[src/hw/rtl/rom_ram_bank_switch_mapper_assert.svh]
// Assertion macros used by the mapper's top-level RTL.
`ifndef ROM_RAM_BANK_SWITCH_MAPPER_ASSERT_SVH
`define ROM_RAM_BANK_SWITCH_MAPPER_ASSERT_SVH

// The consequent must hold in the same cycle as the antecedent.
`define RRBSM_ASSERT_SAME(label, clk, rst, ante, cons) \
   label: assert property (@(posedge clk) disable iff (rst) (ante) |-> (cons)) \
      else $error("mapper assertion failed");

// The consequent must hold in the cycle after the antecedent.
`define RRBSM_ASSERT_NEXT(label, clk, rst, ante, cons) \
   label: assert property (@(posedge clk) disable iff (rst) (ante) |=> (cons)) \
      else $error("mapper assertion failed");

`endif

[src/hw/rtl/rrbsm_fifo.sv]
// Small first-in first-out queue built from registers.
module rrbsm_fifo #(
   parameter int WIDTH = 8,
   parameter int DEPTH = 4
) (
   input  logic                     clock,
   input  logic                     reset,
   input  logic                     push,
   input  logic [WIDTH-1:0]         push_data,
   input  logic                     pop,
   output logic [WIDTH-1:0]         pop_data,
   output logic                     full,
   output logic                     empty,
   output logic [$clog2(DEPTH):0]   count
);

   localparam int PTR_W = $clog2(DEPTH);

   logic [WIDTH-1:0] mem_ff [DEPTH];
   logic [PTR_W-1:0] wr_ptr_ff, wr_ptr_in;
   logic [PTR_W-1:0] rd_ptr_ff, rd_ptr_in;
   logic [PTR_W:0]   count_ff, count_in;

   always_comb begin
      wr_ptr_in = push ? wr_ptr_ff + 1'b1 : wr_ptr_ff;
      rd_ptr_in = pop ? rd_ptr_ff + 1'b1 : rd_ptr_ff;
      count_in  = count_ff + (PTR_W+1)'(push) - (PTR_W+1)'(pop);
   end

   always_ff @(posedge clock) begin
      if (reset) begin
         wr_ptr_ff <= '0;
         rd_ptr_ff <= '0;
         count_ff  <= '0;
      end else begin
         wr_ptr_ff <= wr_ptr_in;
         rd_ptr_ff <= rd_ptr_in;
         count_ff  <= count_in;
      end
   end

   always_ff @(posedge clock) begin
      if (push) begin
         mem_ff[wr_ptr_ff] <= push_data;
      end
   end

   assign pop_data = mem_ff[rd_ptr_ff];
   assign full     = (count_ff == (PTR_W+1)'(DEPTH));
   assign empty    = (count_ff == '0);
   assign count    = count_ff;

endmodule

[config.mk]
export PLATFORM = sky130hd
export DESIGN_NAME = rrbsm_fifo
export DESIGN_NICKNAME = d
export VERILOG_FILES = /design/src/hw/rtl/rom_ram_bank_switch_mapper_assert.svh /design/src/hw/rtl/rrbsm_fifo.sv
export SDC_FILE = /design/constraint.sdc
export NUM_CORES = 1
export LEC_CHECK = 0
export BUFFER_PORTS_ARGS = -buffer_cell sky130_fd_sc_hd__buf_4
export CAP_MARGIN = 20
export CORE_MARGIN = 1
export CORE_UTILIZATION = 58
export DETAILED_ROUTE_END_ITERATION = 8
export PLACE_DENSITY = 0.81
export SETUP_SLACK_MARGIN = 0.5
export SLEW_MARGIN = 20
export SYNTH_ARGS = -nofsm -noshare
export SYNTH_HDL_FRONTEND = slang
export SYNTH_SLANG_ARGS = --single-unit
[constraint.sdc]
create_clock -name clock -period 4.5 [get_ports clock]
set_clock_uncertainty 0.05 [all_clocks]
set_input_delay 0.225 -clock clock [delete_from_list [all_inputs] [get_ports clock]]
set_output_delay 0.225 -clock clock [all_outputs]
set_load 0.01 [all_outputs]
; ---- Yosys cells after proc, flatten, opt, wreduce, memory -nomap -nowiden
; Memory sizes are Yosys's and may differ from the RTL's. A register that Yosys moved wholly into a read port is not among the register bits.
; Cells that the tools add are included.
[classes]
n_div = 0
n_eq_ne = 1
shifts = 0
mux = 4
bitwise = 0
magnitude_cmp = 0
multipliers = 0
add_sub_neg = 4
reduce_logical = 1
[ops]
columns = op, n
row1 = $add 2x1->2 const B, 2
row2 = $mux 2, 2
row3 = $add 3x1->3, 1
row4 = $eq 3x3->1 const B, 1
row5 = $logic_not 3->1, 1
row6 = $sub 3x1->3, 1
row7 = $mux 1, 2
[totals]
register_bits = 7
out_inout_bits = 13
n_memories = 1
wordCells = 14
ramBits = 32
romBits = 0
in_bits = 12
latchBits = 0
[mem_list]
columns = name, words, width, rd, rd_clocked_by_memory_dff, write_ports, line
row1 = mem_ff, 4, 8, 1, 1, 1, rrbsm_fifo.sv:19  ; logic [WIDTH-1:0] mem_ff [DEPTH];

; ---- Logic depth before layout (Yosys ltp)
; Gate-level depths: netlist of run 1.
[depth]
ltp_word = 3
ltp_mapped = 7
depth_no_buf = 7

; ---- Worst setup path before layout of run 1
; Ideal clock, no wire load.
[synth_path]
path_type = register to register
from = register count_ff[0], in the netlist count[0]
to = register count_ff[2], in the netlist count[2]
slack_ns = 2.693
arrival_time_ns = 1.647
path_stages_with_launch = 8
setup_time_ns = 0.110
period_less_slack_ns = 1.807
n_path_buf = 0
required_ns = 4.340
cell_sequence = dfxtp_1 inv_1 ha_1 inv_1 ha_1 fa_1 xor3_1 nor2_1
[synth_between]
elab_chain_len = 2
[synth_lines]
columns = item, line
row1 = start: declaration, rrbsm_fifo.sv:22  ; logic [PTR_W:0] count_ff, count_in;
row2 = start signal: assignment, rrbsm_fifo.sv:38  ; count_ff <= count_in;
row3 = $add 3x1->3, rrbsm_fifo.sv:27  ; count_in = count_ff + (PTR_W+1)'(push) - (PTR_W+1)'(pop);
row4 = $sub 3x1->3, rrbsm_fifo.sv:27
; No other way between the ends.
; A chain may end at the register's enable or synchronous reset.

==> results of run 1 <==
## worst max-delay path, cell delays in order, from the launching register on
cell and delay, ns:
dfxtp_1 0.67, mux4_2 0.58, buf_4 0.16
## area by class of cell
cell class / count / share of cell area
Tap cell: 30 / 0.0201
Clock inverter: 1 / 0.00268
Clock buffer: 7 / 0.0348
Inverter: 6 / 0.0121
Timing Repair Buffer: 24 / 0.0965
Sequential cell: 41 / 0.611
Multi-Input combinational cell: 35 / 0.223
## power groups by stage
stage | logic [µW] | clock network [µW] | registers (µW)
2_1_floorplan | 80.9 | 0 | 458
3_5_place_dp | 139 | 0 | 465
6_report | 138 | 200 | 455
5_1_grt | 153 | 217 | 459
4_1_cts | 140 | 207 | 456
3_3_place_gp | 132 | 0 | 462
## metal layers
| layer | up-vias | share of wire |
|---|---|---|
| li1 | 372 | - |
| met5 | - | 0 |
| met4 | 0 | 0.018 |
| met2 | 18 | 0.55 |
| met1 | 393 | 0.39 |
| met3 | 5 | 0.044 |
## final timing paths
kind	endpoint	depth (start not counted)	slack, ns
max	pop_data[0]	2	2.48
min	mem_ff[0][7]$_DFFE_PP_	1	0.03
max reg2reg	count[2]$_SDFF_PP0_	7	2.61
min reg2reg	flip-flop	2	0.49
## layout by cell type (no fill, tap or decap), types with 4 or more instances in the layout
master and count:
and2_1 4, clkbuf_4 5, edfxtp_1 32, nor2_1 5, dfxtp_1 9, buf_4 24, mux4_2 8, inv_1 6
ha_1 6
## cells in the mapped netlist
cell,n,share of area
edfxtp_1,32,0.60
dfxtp_1,9,0.11
mux4_2,8,0.11
ha_1,6,0.047
inv_1,6,0.014
nor2_1,5,0.012
and2_1,4,0.016
nor2b_1,2,0.0078
xnor2_1,2,0.011
a21bo_2,1,0.0063
a21oi_1,1,0.0031
and3_1,1,0.0039
buf_6,1,0.0071
clkbuf_2,1,0.0031
fa_1,1,0.013
mux2i_1,1,0.0063
nand3b_1,1,0.0047
nor3_1,1,0.0031
xor3_1,1,0.015
## flip-flops by register name, summed over array words and instances (netlist names), named ones only
| register | flops |
|---|---|
| count | 3 |
| mem_ff | 32 |
| rd_ptr_ff | 2 |
| wr_ptr_ff | 2 |
## metrics by stage
| stage | total power, µW | area [µm²] | std cells | hold slack (ns) |
|---|---|---|---|---|
| finish | 793 | 1870 | 144 | 0.0261 |
| CTS | 802 | 1870 | 144 | 0.00633 |
| global route | 829 | 1870 | 144 | 0.00678 |
| floorplan | 539 | 1600 | 84 | 0.247 |
| global placement | 594 | 1800 | 136 | 0.374 |
| detailed placement | 604 | 1800 | 136 | 0.378 |
## cells by family (layout without fill, tap and decap cells)
logic type,Yosys count,in the layout,synth area share
flip-flops,41,41,0.715
AND/OR/NAND/NOR,14,14,0.0470
multiplexers,9,9,0.119
buffers and inverters,8,38,0.0243
adder cells (fa/ha/maj),7,7,0.0596
XOR/XNOR,3,3,0.0259
AO/OA/AOI/OAI,2,2,0.00940
==> metrics, run 1 <==
Syn Inst Count 84; Initial DRC Count 12; final setup vio count 0; max-slew violations 0; multi-input combinational cell area 417 µm²; via/cell ratio 5.47; met2 Use GR 0.350; Synth cell types 19; Hold Path Origin push_data[7]; Syn Nets 103; most used routing layer met2; total gr overflow 0; Die Y 54.5 µm; Setup Buffers After CTS 0; Max Fanout on Critical Path 8; average routed wire per standard cell 16.7 µm; GR Util met1 0.221; DP Worst Slack 2.62 ns; Mean Syn Cell Area 19.0 µm²; slew of the pin with the lowest slew margin 0.530 ns; Internal 606 µW; Final period util 0.449; Final ANT Viol Nets 0; first-pass GRT wire length 3.74 mm; ANT cells 0; FF/Latch Area 1140 µm²; Die X 54.5 µm; met3 usage 0.0667; crit path launch type flip-flop; Clock Tree Buf Depth 2; Core Footprint 2540 µm²; share of cells above drive strength 1 0.360; post-CTS resize count 0; Final Critical Period 2.02 ns; Placer Congestion 0.615; CTS root buf clkbuf_4; Starting Density 0.627; reg2reg start count[0]$_SDFF_PP0_; htree depth 2; worst-skew pair later-pin latency 0.34 ns; logic gate share of total power 0.174; area of the mapped netlist 1600 µm²; CP Class reg2out; switching power 187 µW; crit end category output port; Worst VDD drop 0.000336 V; Routed WL 2.40 mm; max cap viols 0; Slew HR 0.646; P per Cell Area 425 nW/µm²; row cnt 18; CTS tree yes; final setup TNS 0 ns; IO Count 25; FMAX 495 MHz; DRC 0; Arr. time, crit path 1.75 ns; Vias 788; hold buffer count at CTS 0; #FFs+latches synth 41; Seq/Total Area, Yosys 0.715; sw frac 0.236; clock-pin slew on the worst setup and hold paths 0.11 ns; sequential power share 0.574; synth warn 0; min-delay worst type in2reg; worst setup margin 2.48 ns; PortBufs 24; Nets 132; Filler cells 165; initial antenna violation count 0; Layout area overhead 17.0%; DP HPWL 1.68 mm; die area 2970 µm²; Worst Path Required 4.22 ns; clock sinks 41; vias in the first global route 820; status complete, no violations; total iterations of the first detailed-routing run 4; final core utilization 0.734; RSZ-0062 raised after global routing no; Hold Fails Final Rpt 0; Clk network pwr share 0.252; gr usage total 0.204; largest net degree at the start of global routing 13; CTS Buf Count 5; leakage power 0.000702 µW
(Power assumes the default switching activity.)
==> run 2, diff against run 1 <==
Settings changed: CORE_UTILIZATION 58 to 54, PLACE_DENSITY 0.81 to 0.77.
Clock period 4.5 ns to 2.02 ns, I/O delays scaled along.
==> run 2 against run 1 <==
- count of clock-buffer cells in the layout decreased by 2
- sequential share of layout area decreased by 5.1 points
- via count increased by 5.5%
- critical endpoint is now pop_data[1]
==> metrics, run 2 (synthesis results as in run 1) <==
slew of the pin with the lowest slew margin 0.438 ns; area post-placement 1840 µm²; die area 3180 µm²; clock sinks 41; Die X 56.4 µm; P per Cell Area 866 nW/µm²; CTS Buf Count 5; Worst R2R End count[1]$_SDFF_PP0_; Arr. time, crit path 1.48 ns; Slew HR 0.708; Initial DRC Count 15; CTS tree yes; Core Footprint 2780 µm²; via/cell ratio 5.29; largest net degree at the start of global routing 13; row cnt 19; worst-skew pair later-pin latency 0.33 ns; DRC 0; Final ANT Viol Nets 0; first-pass GRT wire length 4.02 mm; Filler cells 183; gr usage total 0.178; total iterations of the first detailed-routing run 4; Starting Density 0.574; Clock Tree Buf Depth 2; CP Class reg2out; crit end category output port; final core utilization 0.734; max reg flops 32; crit path launch type flip-flop; RSZ-0062 raised after global routing yes; Nets 144; FMAX 613 MHz; Final period util 0.808; vias in the first global route 871; Final Critical Period 1.63 ns; DP HPWL 1.65 mm; Die Y 56.4 µm; Layout area overhead 27.9%; max-slew violations 0; Worst Path Required 1.87 ns; PortBufs 24; Routed WL 2.53 mm; Placer Congestion 0.630; max cap viols 0; Max Fanout on Critical Path 8; Overall Power 1770 µW; clock-pin slew on the worst setup and hold paths 0.11 ns; htree depth 2; Setup crit end pop_data[1]; most common cell after layout, fill and taps aside edfxtp_1; final setup TNS 0 ns; post-route cell area 2040 µm²; total gr overflow 0; status complete, no violations; IO Count 25; DP Worst Slack 0.482 ns; Worst VDD drop 0.000739 V; CTS root buf clkbuf_4; reg2reg start count[0]$_SDFF_PP0_; R2R cell count 6; Largest Register mem_ff; r2r setup slk 0.42 ns; average routed wire per standard cell 16.1 µm; initial antenna violation count 0; share of cells above drive strength 1 0.397; min-delay worst type in2reg; worst setup margin 0.389 ns; commonest non-fill, non-tap cells in the layout 32 x edfxtp_1, 18 x buf_4, 9 x dlygate4sd3_1; leakage power 0.000762 µW; ANT cells 0; Vias 831; Hold Fails Final Rpt 0; final setup vio count 0
-- run 2: layer usage --
| layer | track usage | vias up | share of wire |
|---|---|---|---|
| met4 | 0.0941 | 0 | 0.021 |
| met5 | 0 | - | 0 |
| met1 | 0.211 | 410 | 0.42 |
| met3 | 0.0507 | 8 | 0.035 |
| met2 | 0.296 | 18 | 0.52 |
| li1 | - | 395 | - |
-- run 2: cell type report --
| class | count | area, µm² | area share |
|---|---|---|---|
| clock inverters | 3 | 12.5 | 0.00613 |
| inverters | 6 | 22.5 | 0.0110 |
| clock buffers | 5 | 37.5 | 0.0184 |
| repair buffers | 36 | 335 | 0.164 |
| multi-input cells | 35 | 452 | 0.221 |
| flip-flops and latches | 41 | 1140 | 0.560 |
| well taps | 31 | 38.8 | 0.0190 |
-- run 2: worst min-delay path by stage --
stage,slack (ns),startpoint,cells past startpoint,end
floorplan,0.12,reset,1,count[0]$_SDFF_PP0_
global placement,0.25,push_data[1],1,mem_ff[2][1]$_DFFE_PP_
detailed placement,0.25,push_data[4],1,mem_ff[2][4]$_DFFE_PP_
CTS,0.02,push,3,wr_ptr_ff[0]$_SDFFE_PP0P_
global route,0.03,pop,3,rd_ptr_ff[0]$_SDFFE_PP0P_
finish,0.03,push,3,wr_ptr_ff[0]$_SDFFE_PP0P_
-- run 2: report_power, final --
| group | switching (µW) | internal (µW) |
|---|---|---|
| registers | 36.9 | 969 |
| logic | 155 | 240 |
| clock network | 242 | 126 |
| total | 434 | 1340 |
-- run 2: repair_timing --
| action | CTS | global route |
|---|---|---|
| buffers inserted | 1 | 1 |
| gates cloned | 0 | 0 |
| resized for setup | 11 | 2 |
| endpoints found under the hold margin | 41 | 0 |
| hold buffers | 9 | 0 |
| pin swaps | 1 | 0 |
| endpoints found under the setup margin | 10 | 10 |
-- run 2: per-stage QoR --
step	hold slack (ns)	cells
after floorplan	0.115	84
after global placement	0.250	138
after detailed placement	0.254	138
after CTS	0.0192	156
after global routing	0.0290	157
final	0.0272	157
-- run 2: critical path: stages (launching register included) --
cell     delay, ns
dfxtp_2       0.35
buf_12        0.14
mux4_2        0.52
buf_6         0.14
