### config.mk
export PLATFORM = sky130hd
export DESIGN_NAME = rrbsm_front
export DESIGN_NICKNAME = d
export VERILOG_FILES = /design/src/hw/rtl/rom_ram_bank_switch_mapper_assert.svh /design/src/hw/rtl/rrbsm_pkg.sv /design/src/hw/rtl/rrbsm_front.sv
export SDC_FILE = /design/constraint.sdc
export NUM_CORES = 1
export LEC_CHECK = 0
export BUFFER_PORTS_ARGS = -buffer_cell sky130_fd_sc_hd__buf_4
export CELL_PAD_IN_SITES_DETAIL_PLACEMENT = 1
export CELL_PAD_IN_SITES_GLOBAL_PLACEMENT = 1
export CORE_MARGIN = 3
export CORE_UTILIZATION = 31
export CTS_CLUSTER_SIZE = 24
export DETAILED_ROUTE_END_ITERATION = 8
export HOLD_SLACK_MARGIN = 0.15
export PLACE_DENSITY_LB_ADDON = 0.1
export SKIP_CTS_REPAIR_TIMING = 1
export SLEW_MARGIN = 40
export SYNTH_ARGS = -nofsm -noshare
export SYNTH_HDL_FRONTEND = slang
export SYNTH_SLANG_ARGS = --single-unit
### constraint.sdc
create_clock -name clock -period 3.2 [get_ports clock]
set_clock_uncertainty 0.2 [all_clocks]
set_input_delay 0.32 -clock clock [delete_from_list [all_inputs] [get_ports clock]]
set_output_delay 0.32 -clock clock [all_outputs]
set_load 0.01 [all_outputs]
### src/hw/rtl/rom_ram_bank_switch_mapper_assert.svh
// Assertion macros used by the mapper's top-level RTL.
`ifndef ROM_RAM_BANK_SWITCH_MAPPER_ASSERT_SVH
`define ROM_RAM_BANK_SWITCH_MAPPER_ASSERT_SVH

// The consequent must hold in the same cycle as the antecedent.
`define RRBSM_ASSERT_SAME(label, clk, rst, ante, cons) \
   label: assert property (@(posedge clk) disable iff (rst) (ante) |-> (cons)) \
      else $error("mapper assertion failed");

// The consequent must hold in the cycle after the antecedent.
`define RRBSM_ASSERT_NEXT(label, clk, rst, ante, cons) \
   label: assert property (@(posedge clk) disable iff (rst) (ante) |=> (cons)) \
      else $error("mapper assertion failed");

`endif

### src/hw/rtl/rrbsm_pkg.sv
// Types, constants and helper functions of the bank-switch mapper.
package rrbsm_pkg;

   localparam int RAM_BANKS_DEF   = 16;
   localparam int QUEUE_DEPTH_DEF = 4;
   localparam int RAM_BANK_BYTES  = 8192;
   localparam int ROM_BANK_BYTES  = 16384;
   localparam int RAM_IDX_W       = 17;
   localparam int ROM_BANK_W      = 9;

   localparam logic FUNC_READ  = 1'b0;
   localparam logic FUNC_WRITE = 1'b1;

   localparam int   CSR_IDX_W     = 1;
   localparam int   CSR_DATA_W    = 5;
   localparam logic CSR_ROM_LOG2  = 1'b0;
   localparam logic CSR_RAM_COUNT = 1'b1;

   localparam logic [1:0] OP_PASS   = 2'd0;
   localparam logic [1:0] OP_RAM_RD = 2'd1;
   localparam logic [1:0] OP_RAM_WR = 2'd2;

   localparam logic [3:0] RAM_EN_KEY    = 4'hA;
   localparam logic [7:0] UNMAPPED_BYTE = 8'hFF;
   localparam logic [3:0] LOG2_RESET    = 4'd1;
   localparam logic [8:0] ROM_BANK_RESET = 9'd1;

   typedef struct packed {
      logic        func;
      logic [15:0] bus_addr;
      logic [7:0]  write_byte;
   } req_type;

   typedef struct packed {
      logic [7:0]  read_byte;
      logic        rom_fetch;
      logic [22:0] rom_addr;
   } rsp_type;

   typedef struct packed {
      logic [1:0]  op;
      logic [3:0]  ram_bank;
      logic [12:0] ram_offset;
      logic [7:0]  wr_byte;
      rsp_type     rsp;
   } cmd_type;

   typedef struct packed {
      logic clr_busy;
   } back_status_type;

   function automatic logic [ROM_BANK_W-1:0] rom_mask(input logic [3:0] lg);
      logic [ROM_BANK_W-1:0] m;
      for (int i = 0; i < ROM_BANK_W; i++) begin
         m[i] = (lg > 4'(i));
      end
      return m;
   endfunction

endpackage

### src/hw/rtl/rrbsm_front.sv
// Front end: holds the control registers, decodes each access into a command.
module rrbsm_front
   import rrbsm_pkg::*;
#(
   parameter int RAM_BANKS = RAM_BANKS_DEF
) (
   input  logic                  clock,
   input  logic                  reset,
   input  logic                  accept,
   input  req_type               req,
   input  logic                  csr_we,
   input  logic [CSR_IDX_W-1:0]  csr_idx,
   input  logic [CSR_DATA_W-1:0] csr_wdata,
   output cmd_type               cmd
);

   logic [3:0]            rom_log2_ff;
   logic [4:0]            ram_count_ff;
   logic                  ram_en_ff;
   logic [ROM_BANK_W-1:0] rom_bank_ff;
   logic [3:0]            ram_bank_ff;
   logic                  slot_ok;
   logic [3:0]            addr_hi;

   assign addr_hi = req.bus_addr[15:12];

   always_ff @(posedge clock) begin
      if (reset) begin
         rom_log2_ff  <= LOG2_RESET;
         ram_count_ff <= '0;
      end else if (csr_we) begin
         unique case (csr_idx)
            CSR_ROM_LOG2:  rom_log2_ff  <= csr_wdata[3:0];
            CSR_RAM_COUNT: ram_count_ff <= csr_wdata;
            default: ;
         endcase
      end
   end

   always_ff @(posedge clock) begin
      if (reset) begin
         ram_en_ff   <= 1'b0;
         rom_bank_ff <= ROM_BANK_RESET;
         ram_bank_ff <= '0;
      end else if (accept && req.func == FUNC_WRITE) begin
         unique case (addr_hi) inside
            4'h0, 4'h1: ram_en_ff <= (req.write_byte[3:0] == RAM_EN_KEY);
            4'h2:       rom_bank_ff[7:0] <= req.write_byte;
            4'h3:       rom_bank_ff[8] <= req.write_byte[0];
            4'h4, 4'h5: ram_bank_ff <= req.write_byte[3:0];
            default: ;
         endcase
      end
   end

   always_comb begin
      slot_ok = ram_en_ff && ({1'b0, ram_bank_ff} < ram_count_ff)
                && ({1'b0, ram_bank_ff} < 5'(RAM_BANKS));
      cmd            = '0;
      cmd.op         = OP_PASS;
      cmd.ram_bank   = ram_bank_ff;
      cmd.ram_offset = req.bus_addr[12:0];
      cmd.wr_byte    = req.write_byte;
      if (req.func == FUNC_WRITE) begin
         if ((addr_hi == 4'hA || addr_hi == 4'hB) && slot_ok) begin
            cmd.op = OP_RAM_WR;
         end
      end else begin
         unique case (addr_hi) inside
            4'h0, 4'h1, 4'h2, 4'h3: begin
               cmd.rsp.rom_fetch = 1'b1;
               cmd.rsp.rom_addr  = {{ROM_BANK_W{1'b0}}, req.bus_addr[13:0]};
            end
            4'h4, 4'h5, 4'h6, 4'h7: begin
               cmd.rsp.rom_fetch = 1'b1;
               cmd.rsp.rom_addr  = {rom_bank_ff & rom_mask(rom_log2_ff), req.bus_addr[13:0]};
            end
            4'hA, 4'hB: begin
               if (slot_ok) begin
                  cmd.op = OP_RAM_RD;
               end else begin
                  cmd.rsp.read_byte = UNMAPPED_BYTE;
               end
            end
            default: cmd.rsp.read_byte = UNMAPPED_BYTE;
         endcase
      end
   end

endmodule

# After elaboration in Yosys (flattened, before gate mapping)
# Index checks and enable logic that the tools add are counted.
# totals
ff_bits,23
out_inout_bits,59
elab_cells,53
# classes
order_cmp,10
n_eq_ne,10
mux,8
bitwise_logic,2
reduce_logical,17
# ops
operator,n
one-hot mux 24 bit (2 select lines),1
two-way mux 32 bit,1
== test 4 x 3 -> 1 bit (second input constant),4
> comparator 4 x 3 -> 1 bit (second input constant),4
one-hot mux 8 bit (2 select lines),1
== test 4 bit (second input constant),3
AND reduction 2 bit,6
bitwise AND 9 bit,1
== test 4 x 2 -> 1 bit (second input constant),2
> comparator 4 x 1 -> 1 bit (second input constant),2
> comparator 4 x 2 -> 1 bit (second input constant),2
two-way mux 8 bit,1
OR reduction 4 bit,2
OR reduction 8 bit,1
OR reduction 2 bit,3
less-than comparator 4 x 5 -> 1 bit,1
== test 4 x 1 -> 1 bit (second input constant),1
> comparator 4 bit (second input constant),1
logical NOT 4 bit,1
two-way mux 2 bit,2
logical AND 1 bit,3
two-way mux 1 bit,2
logical OR 1 bit,1
NOT 1 bit,1

# Depth between registers and ports, before layout
# Gate-level depths: netlist of the first run.
# logic_depth
depth_word,5
depth_mapped,6
ltp_nobuf,5

# Least setup slack after synthesis of the first run
# No wires, ideal clock.
# synth_path
path_kind,register -> output
startpoint,register ram_bank_ff[2]
endpoint,output cmd[25] (netlist name)
t_arrival_ps,1419
t_required_ps,2680
path_slack_ps,1261
stages_incl_launch_ff,6
path_buffers,1
cell_sequence,dfxtp_1 ha_1 nand2_1 o21ai_0 a32o_1 buf_4
# synth_rtl
element,line,rtl
start: declaration,rrbsm_front.sv:21,logic [3:0] ram_bank_ff;
start signal: assignment,rrbsm_front.sv:50,"4'h4, 4'h5: ram_bank_ff <= req.write_byte[3:0];"
end: declaration,rrbsm_front.sv:14,output cmd_type cmd

==> out/qor.txt, run 1 <==
Status: completed
Worst-Skew Late Latency: 0.27 ns
Yosys synthesis warning count: 0
Dpl hpwl: 3370 µm
Sw Ratio: 0.273
Final setup viols: 0
Comb power frac: 0.267
Area Growth Syn to Fin: 48.3%
Hold Crit Depth: 3
Max Clk Rate: 425 MHz
Vias in the first global route: 1310
# IOs: 94
Post-synth cell types: 32
Reg-to-reg startpoint: rom_log2_ff[3]$_SDFFE_PP0P_
Core Region: 4470 µm²
Fin. Hold Viols: 0
Buffers on Ports: 93
H-tree Lvls: 1
P_leak: 1.07 nW
Residual overflow from global routing: 0
CTS sink count: 23
Syn avg cell area: 8.21 µm²
Placed Instance Area: 2020 µm²
Die Ht: 75.2 µm
Critical Path Sink Type: primary output
Avg WL per Cell: 13.7 µm
Cell Pwr Density: 298 nW/µm²
1st-iter DRT viols: 36
R2r setup slk: 1.65 ns
Hold Path End: rom_bank_ff[3]$_SDFFE_PP0P_
DR vias: 1483
Post-route design area: 2200 µm²
Clk network pwr share: 0.275
Post-DRT Antenna Nets: 0
Worst path slowest cell: a32o_1
Slowest cell delay on critical path: 0.36 ns
Critical path class: reg -> out
Seq pwr share: 0.458
Clk buf depth: 2
Register area share after synthesis: 0.310
Switching power total: 0.000179 W
Die span in x: 75.2 µm
Worst path cell trace: inv_1 > ha_1 > nand2_1 > o21ai_0 > a32o_1 > buf_4
Commonest non-fill, non-tap cells in the layout: buf_4 (94), nand2_1 (28), dfxtp_1 (23)
CP startpoint kind: flip-flop
Syn_nets: 219
Reg2reg end: rom_log2_ff[3]$_SDFFE_PP0P_
Hold crit path type: in -> reg
RSZ-0062 raised after global routing: false
Crit path time final: 2.35 ns
Largest net degree at the start of global routing: 22
CTS Buf Count: 3
Syn Inst Count: 181
Initial antenna violation count: 0
RePlAce Congestion: 0.664
CTS clk-pin slew, worst paths: 0.09 ns
Die ar.: 5660 µm²
Hold Startpoint: req[3]
NumNets Final: 297
CP arrival: 1.83 ns
FF+latch count, synth: 23
Number of buffers and inverters on the critical path: 2
Final TNS setup: 0 ns
First-pass GRT wire length: 6100 µm
Max-cap viol count: 0
Max Slew Vio Count: 0
Root Buffer: clkbuf_8
Row count: 24
Initial Utilization: 0.332
TritonCTS clock tree: yes
Slew headroom: 0.571
Internal power: 0.000477 W
Final wirelength: 4250 µm
Post-Syn Area: 1490 µm²
First drt pass iteration count: 4
Required @ worst endpoint: 2.68 ns
Via density: 4.78
Peak supply drop: 222 µV
Antenna diodes: 0
Final Core Density: 0.492
CP max FO: 8
Total GRT Usage: 0.139
Least-Margin Pin Slew: 0.641 ns
Most common cell after layout, fill and taps aside: buf_4
CP delay by family, top: compound AO/OA/AOI/OAI gates
DRC viols: 0
Fin crit share: 0.736
Share of layout cells above drive strength 1: 0.391
Cell count of the worst reg-to-reg path: 3
## flip-flops by register name (all words and copies together), names as in the netlist
name / count
rom_bank_ff: 9
ram_en_ff: 1
ram_count_ff: 5
ram_bank_ff: 4
rom_log2_ff: 4
## cell type report
type / count / area, µm²
Sequential cell: 23 / 460
Tap cell: 52 / 65.1
Clock buffer: 3 / 41.3
Timing Repair Buffer: 108 / 846
Clock inverter: 1 / 5.00
Multi-Input combinational cell: 116 / 758
Inverter: 7 / 26.3
Fill cell: 549 / 2270
## Yosys cell counts
| library cell | count | area share |
|---|---|---|
| o21ai_0 | 2 | 0.0067 |
| o211ai_1 | 1 | 0.0051 |
| and4bb_1 | 1 | 0.0084 |
| o311a_1 | 1 | 0.0067 |
| and4b_1 | 2 | 0.013 |
| inv_1 | 7 | 0.018 |
| a211o_1 | 1 | 0.0059 |
| buf_4 | 29 | 0.15 |
| o21ai_1 | 2 | 0.0067 |
| clkbuf_1 | 6 | 0.015 |
| a21oi_1 | 8 | 0.027 |
| nand2_1 | 28 | 0.071 |
| o31ai_1 | 3 | 0.015 |
| nand3b_4 | 1 | 0.013 |
| nand2b_1 | 1 | 0.0042 |
| and2_1 | 15 | 0.063 |
| dfxtp_1 | 23 | 0.31 |
| mux2i_1 | 16 | 0.11 |
| or4_1 | 1 | 0.0051 |
| nor4b_2 | 1 | 0.010 |
| nor4bb_1 | 1 | 0.0067 |
| nand3b_1 | 2 | 0.010 |
| nor2_1 | 9 | 0.023 |
| nor2b_1 | 2 | 0.0084 |
| nand3_1 | 5 | 0.017 |
| nor3_1 | 1 | 0.0034 |
| nor3b_1 | 1 | 0.0051 |
| a211oi_1 | 2 | 0.010 |
| ha_1 | 3 | 0.025 |
| nor3b_2 | 1 | 0.0084 |
| and3_1 | 4 | 0.017 |
| a32o_1 | 1 | 0.0067 |
## per-stage QoR
| step | power [W] | hold WS [ns] | cells | setup slack, ns |
|---|---|---|---|---|
| 2_1_floorplan | 0.000398 | 0.230 | 181 | 1.26 |
| 3_3_place_gp | 0.000470 | 0.244 | 292 | 1.17 |
| 3_5_place_dp | 0.000472 | 0.247 | 292 | 1.12 |
| 4_1_cts | 0.000652 | 0.0762 | 296 | 0.819 |
| 5_1_grt | 0.000695 | 0.167 | 310 | 0.642 |
| 6_report | 0.000656 | 0.147 | 310 | 0.845 |
## per-layer routing
layer / vias to the layer above / part of all wire / wire [µm] / track usage
met5: - / 0 / 0 / 0
met4: 0 / 0.0078 / 33 / 0.0408
met3: 4 / 0.097 / 412 / 0.0307
met2: 65 / 0.50 / 2140 / 0.248
met1: 680 / 0.39 / 1660 / 0.166
li1: 734 / - / - / -
## power groups by stage
stage	Combinational, W	Clock (W)	Sequential, W
finish	0.000175	0.000180	0.000300
global route	0.000193	0.000199	0.000302
CTS	0.000165	0.000187	0.000300
detailed placement	0.000164	0	0.000307
global placement	0.000163	0	0.000307
floorplan	0.0000944	0	0.000304
## worst max path at each step
stage	start	cells past startpoint	endpoint	slack [ns]
3_3_place_gp	ram_count_ff[2]$_SDFFE_PP0P_	6	cmd[31]	1.17
4_1_cts	ram_count_ff[2]$_SDFFE_PP0P_	6	cmd[29]	0.82
6_report	ram_count_ff[2]$_SDFFE_PP0P_	6	cmd[30]	0.85
5_1_grt	ram_count_ff[2]$_SDFFE_PP0P_	6	cmd[29]	0.64
3_5_place_dp	ram_count_ff[2]$_SDFFE_PP0P_	6	cmd[29]	1.12
2_1_floorplan	ram_bank_ff[2]$_SDFFE_PP0P_	5	cmd[25]	1.26
## logic make-up after synthesis
family | Yosys count | synth area share
AOI/OAI and AO/OA | 21 | 0.0901
adders and majority gates | 3 | 0.0253
buffers and inverters | 42 | 0.179
DFF | 23 | 0.310
muxes | 16 | 0.108
and+or+nand+nor | 76 | 0.287
## tightest hold or removal path, cell delays in order
cell     delay (ns)
buf_4          0.12
nand2_1        0.07
mux2i_1        0.06
(Power assumes the default switching activity.)
==> run 2, diff against run 1 <==
CORE_UTILIZATION = 29   (was 31)
clock period = 2.3 ns   (was 3.2 ns; I/O delays follow)
==> run 2 against run 1 <==
Effect of this change: worst hold slack got worse by 0.015 ns; final area rose by 6.9%; worst setup slack got worse by 0.68 ns; via count rose by 5.3%; wire length rose by 10%; die area rose by 6.3%; final cell count rose by 9.4%; sequential share of layout area fell by 1.4 points; critical path type is now in -> out; highest routed layer unchanged.
==> out/qor.txt, run 2 (synthesized netlist as in run 1, its figures left out) <==
Status: completed
H-tree Lvls: 1
Reg with most FFs: rom_bank_ff
Worst path slowest cell: dlygate4sd3_1
DP Worst Slack: 0.312 ns
Vias in the first global route: 1407
Buffers on Ports: 93
RePlAce Congestion: 0.730
Initial antenna violation count: 0
Commonest non-fill, non-tap cells in the layout: buf_4 (97), nand2_1 (28), dlygate4sd3_1 (25)
Cell Pwr Density: 397 nW/µm²
Multi-input logic area: 759 µm²
CTS sink count: 23
Initial Utilization: 0.306
Hold Path End: ram_bank_ff[1]$_SDFFE_PP0P_
Most common cell after layout, fill and taps aside: buf_4
Avg WL per Cell: 13.8 µm
Crit path time final: 2.14 ns
Required @ worst endpoint: 1.87 ns
Via density: 4.60
Final wirelength: 4680 µm
# IOs: 94
NumNets Final: 311
First-pass GRT wire length: 6930 µm
Hold Crit Depth: 3
Crit path top cell by count: buf_4
Final setup viols: 0
Final TNS setup: 0 ns
Core Region: 4850 µm²
Die span in x: 77.6 µm
CP delay by family, top: buffers and inverters
Flip-flop and latch area: 460 µm²
Row count: 25
Largest net degree at the start of global routing: 16
Residual overflow from global routing: 0
P_leak: 1.12 nW
Dpl hpwl: 3620 µm
Hold crit path type: in -> reg
Clk buf depth: 2
Fin crit share: 0.929
Least-Margin Pin Slew: 0.367 ns
Max Slew Vio Count: 0
Worst path cell trace: dlygate4sd3_1 > buf_4 > and4b_1 > o21ai_1 > a32o_2 > buf_4
Die Ht: 77.6 µm
Layout fillers: 604
CP Launch Point: req[21]
CP arrival: 1.71 ns
Max Clk Rate: 468 MHz
Share of layout cells above drive strength 1: 0.386
Post-DRT Antenna Nets: 0
Root Buffer: clkbuf_8
RSZ-0062 raised after global routing: false
Top Registers: rom_bank_ff: 9 flops, ram_count_ff: 5 flops
Total GRT Usage: 0.140
Reg2reg end: ram_count_ff[0]$_SDFFE_PP0P_
First drt pass iteration count: 4
Peak supply drop: 268 µV
CTS Buf Count: 3
Max FFs per register: 9
Critical path class: in -> out
TritonCTS clock tree: yes
Hold Startpoint: req[22]
1st-iter DRT viols: 18
CP startpoint kind: input pin
Worst-Skew Late Latency: 0.26 ns
CP max FO: 8
Area Growth Syn to Fin: 58.6%
Antenna diodes: 0
Die ar.: 6020 µm²
R2r setup slk: 0.95 ns
Max-cap viol count: 0
WP depth: 6
Fin. Hold Viols: 0
Design Power: 0.000936 W
Number of buffers and inverters on the critical path: 3
DR vias: 1561
DRC viols: 0
Critical Path Sink Type: primary output
Slew headroom: 0.755
Setup WS post-layout: 0.164 ns
Slowest cell delay on critical path: 0.54 ns
Cell count of the worst reg-to-reg path: 3
CTS clk-pin slew, worst paths: 0.09 ns
Reg-to-reg startpoint: ram_count_ff[0]$_SDFFE_PP0P_
[run 2: cell count changes in the layout (fill, tap and decap cells not counted), sizes merged]
cell         change
dlygate4sd3     +11
buf              +3
[run 2: final cells by class]
class,instances,share of cell area
Clock inverter,1,0.00213
Sequential cell,23,0.196
Clock buffer,3,0.0175
Tap cell,67,0.0356
Timing Repair Buffer,122,0.416
Inverter,7,0.0112
Multi-Input combinational cell,116,0.323
[run 2: worst max-delay path by stage]
stage and end:
6_report cmd[27], 2_1_floorplan cmd[25], 4_1_cts cmd[27], 3_3_place_gp cmd[31], 3_5_place_dp cmd[27], 5_1_grt cmd[27]
[run 2: report_power, final]
part / internal (W) / switching [W] / leakage, nW / total, W
Sequential: 0.000407 / 0.0000103 / 0.187 / 0.000418
Combinational: 0.000150 / 0.000115 / 0.910 / 0.000265
Clock: 0.000121 / 0.000133 / 0.0255 / 0.000253
Total: 0.000678 / 0.000258 / 1.12 / 0.000936
[run 2: metal layers]
metal	vias to the layer above	global-route usage	share of wire	routed length, µm
li1	766	-	-	-
met1	722	0.174	0.42	1960
met2	71	0.233	0.48	2250
met3	2	0.0452	0.097	456
met4	0	0.0374	0.0051	24
met5	-	0	0	0
[run 2: metrics by stage]
stage | instances | util | instance area, µm² | hold slack [ns]
4_1_cts | 314 | 0.434 | 2100 | -0.0117
2_1_floorplan | 181 | - | 1490 | 0.155
5_1_grt | 339 | 0.486 | 2350 | 0.161
3_3_place_gp | 310 | 0.424 | 2060 | 0.243
6_report | 339 | 0.486 | 2350 | 0.132
3_5_place_dp | 310 | 0.424 | 2060 | 0.245
[run 2: worst min-delay path, cell delays in order]
cell,delay (ns)
buf_4,0.14
nand2_1,0.11
mux2i_1,0.08
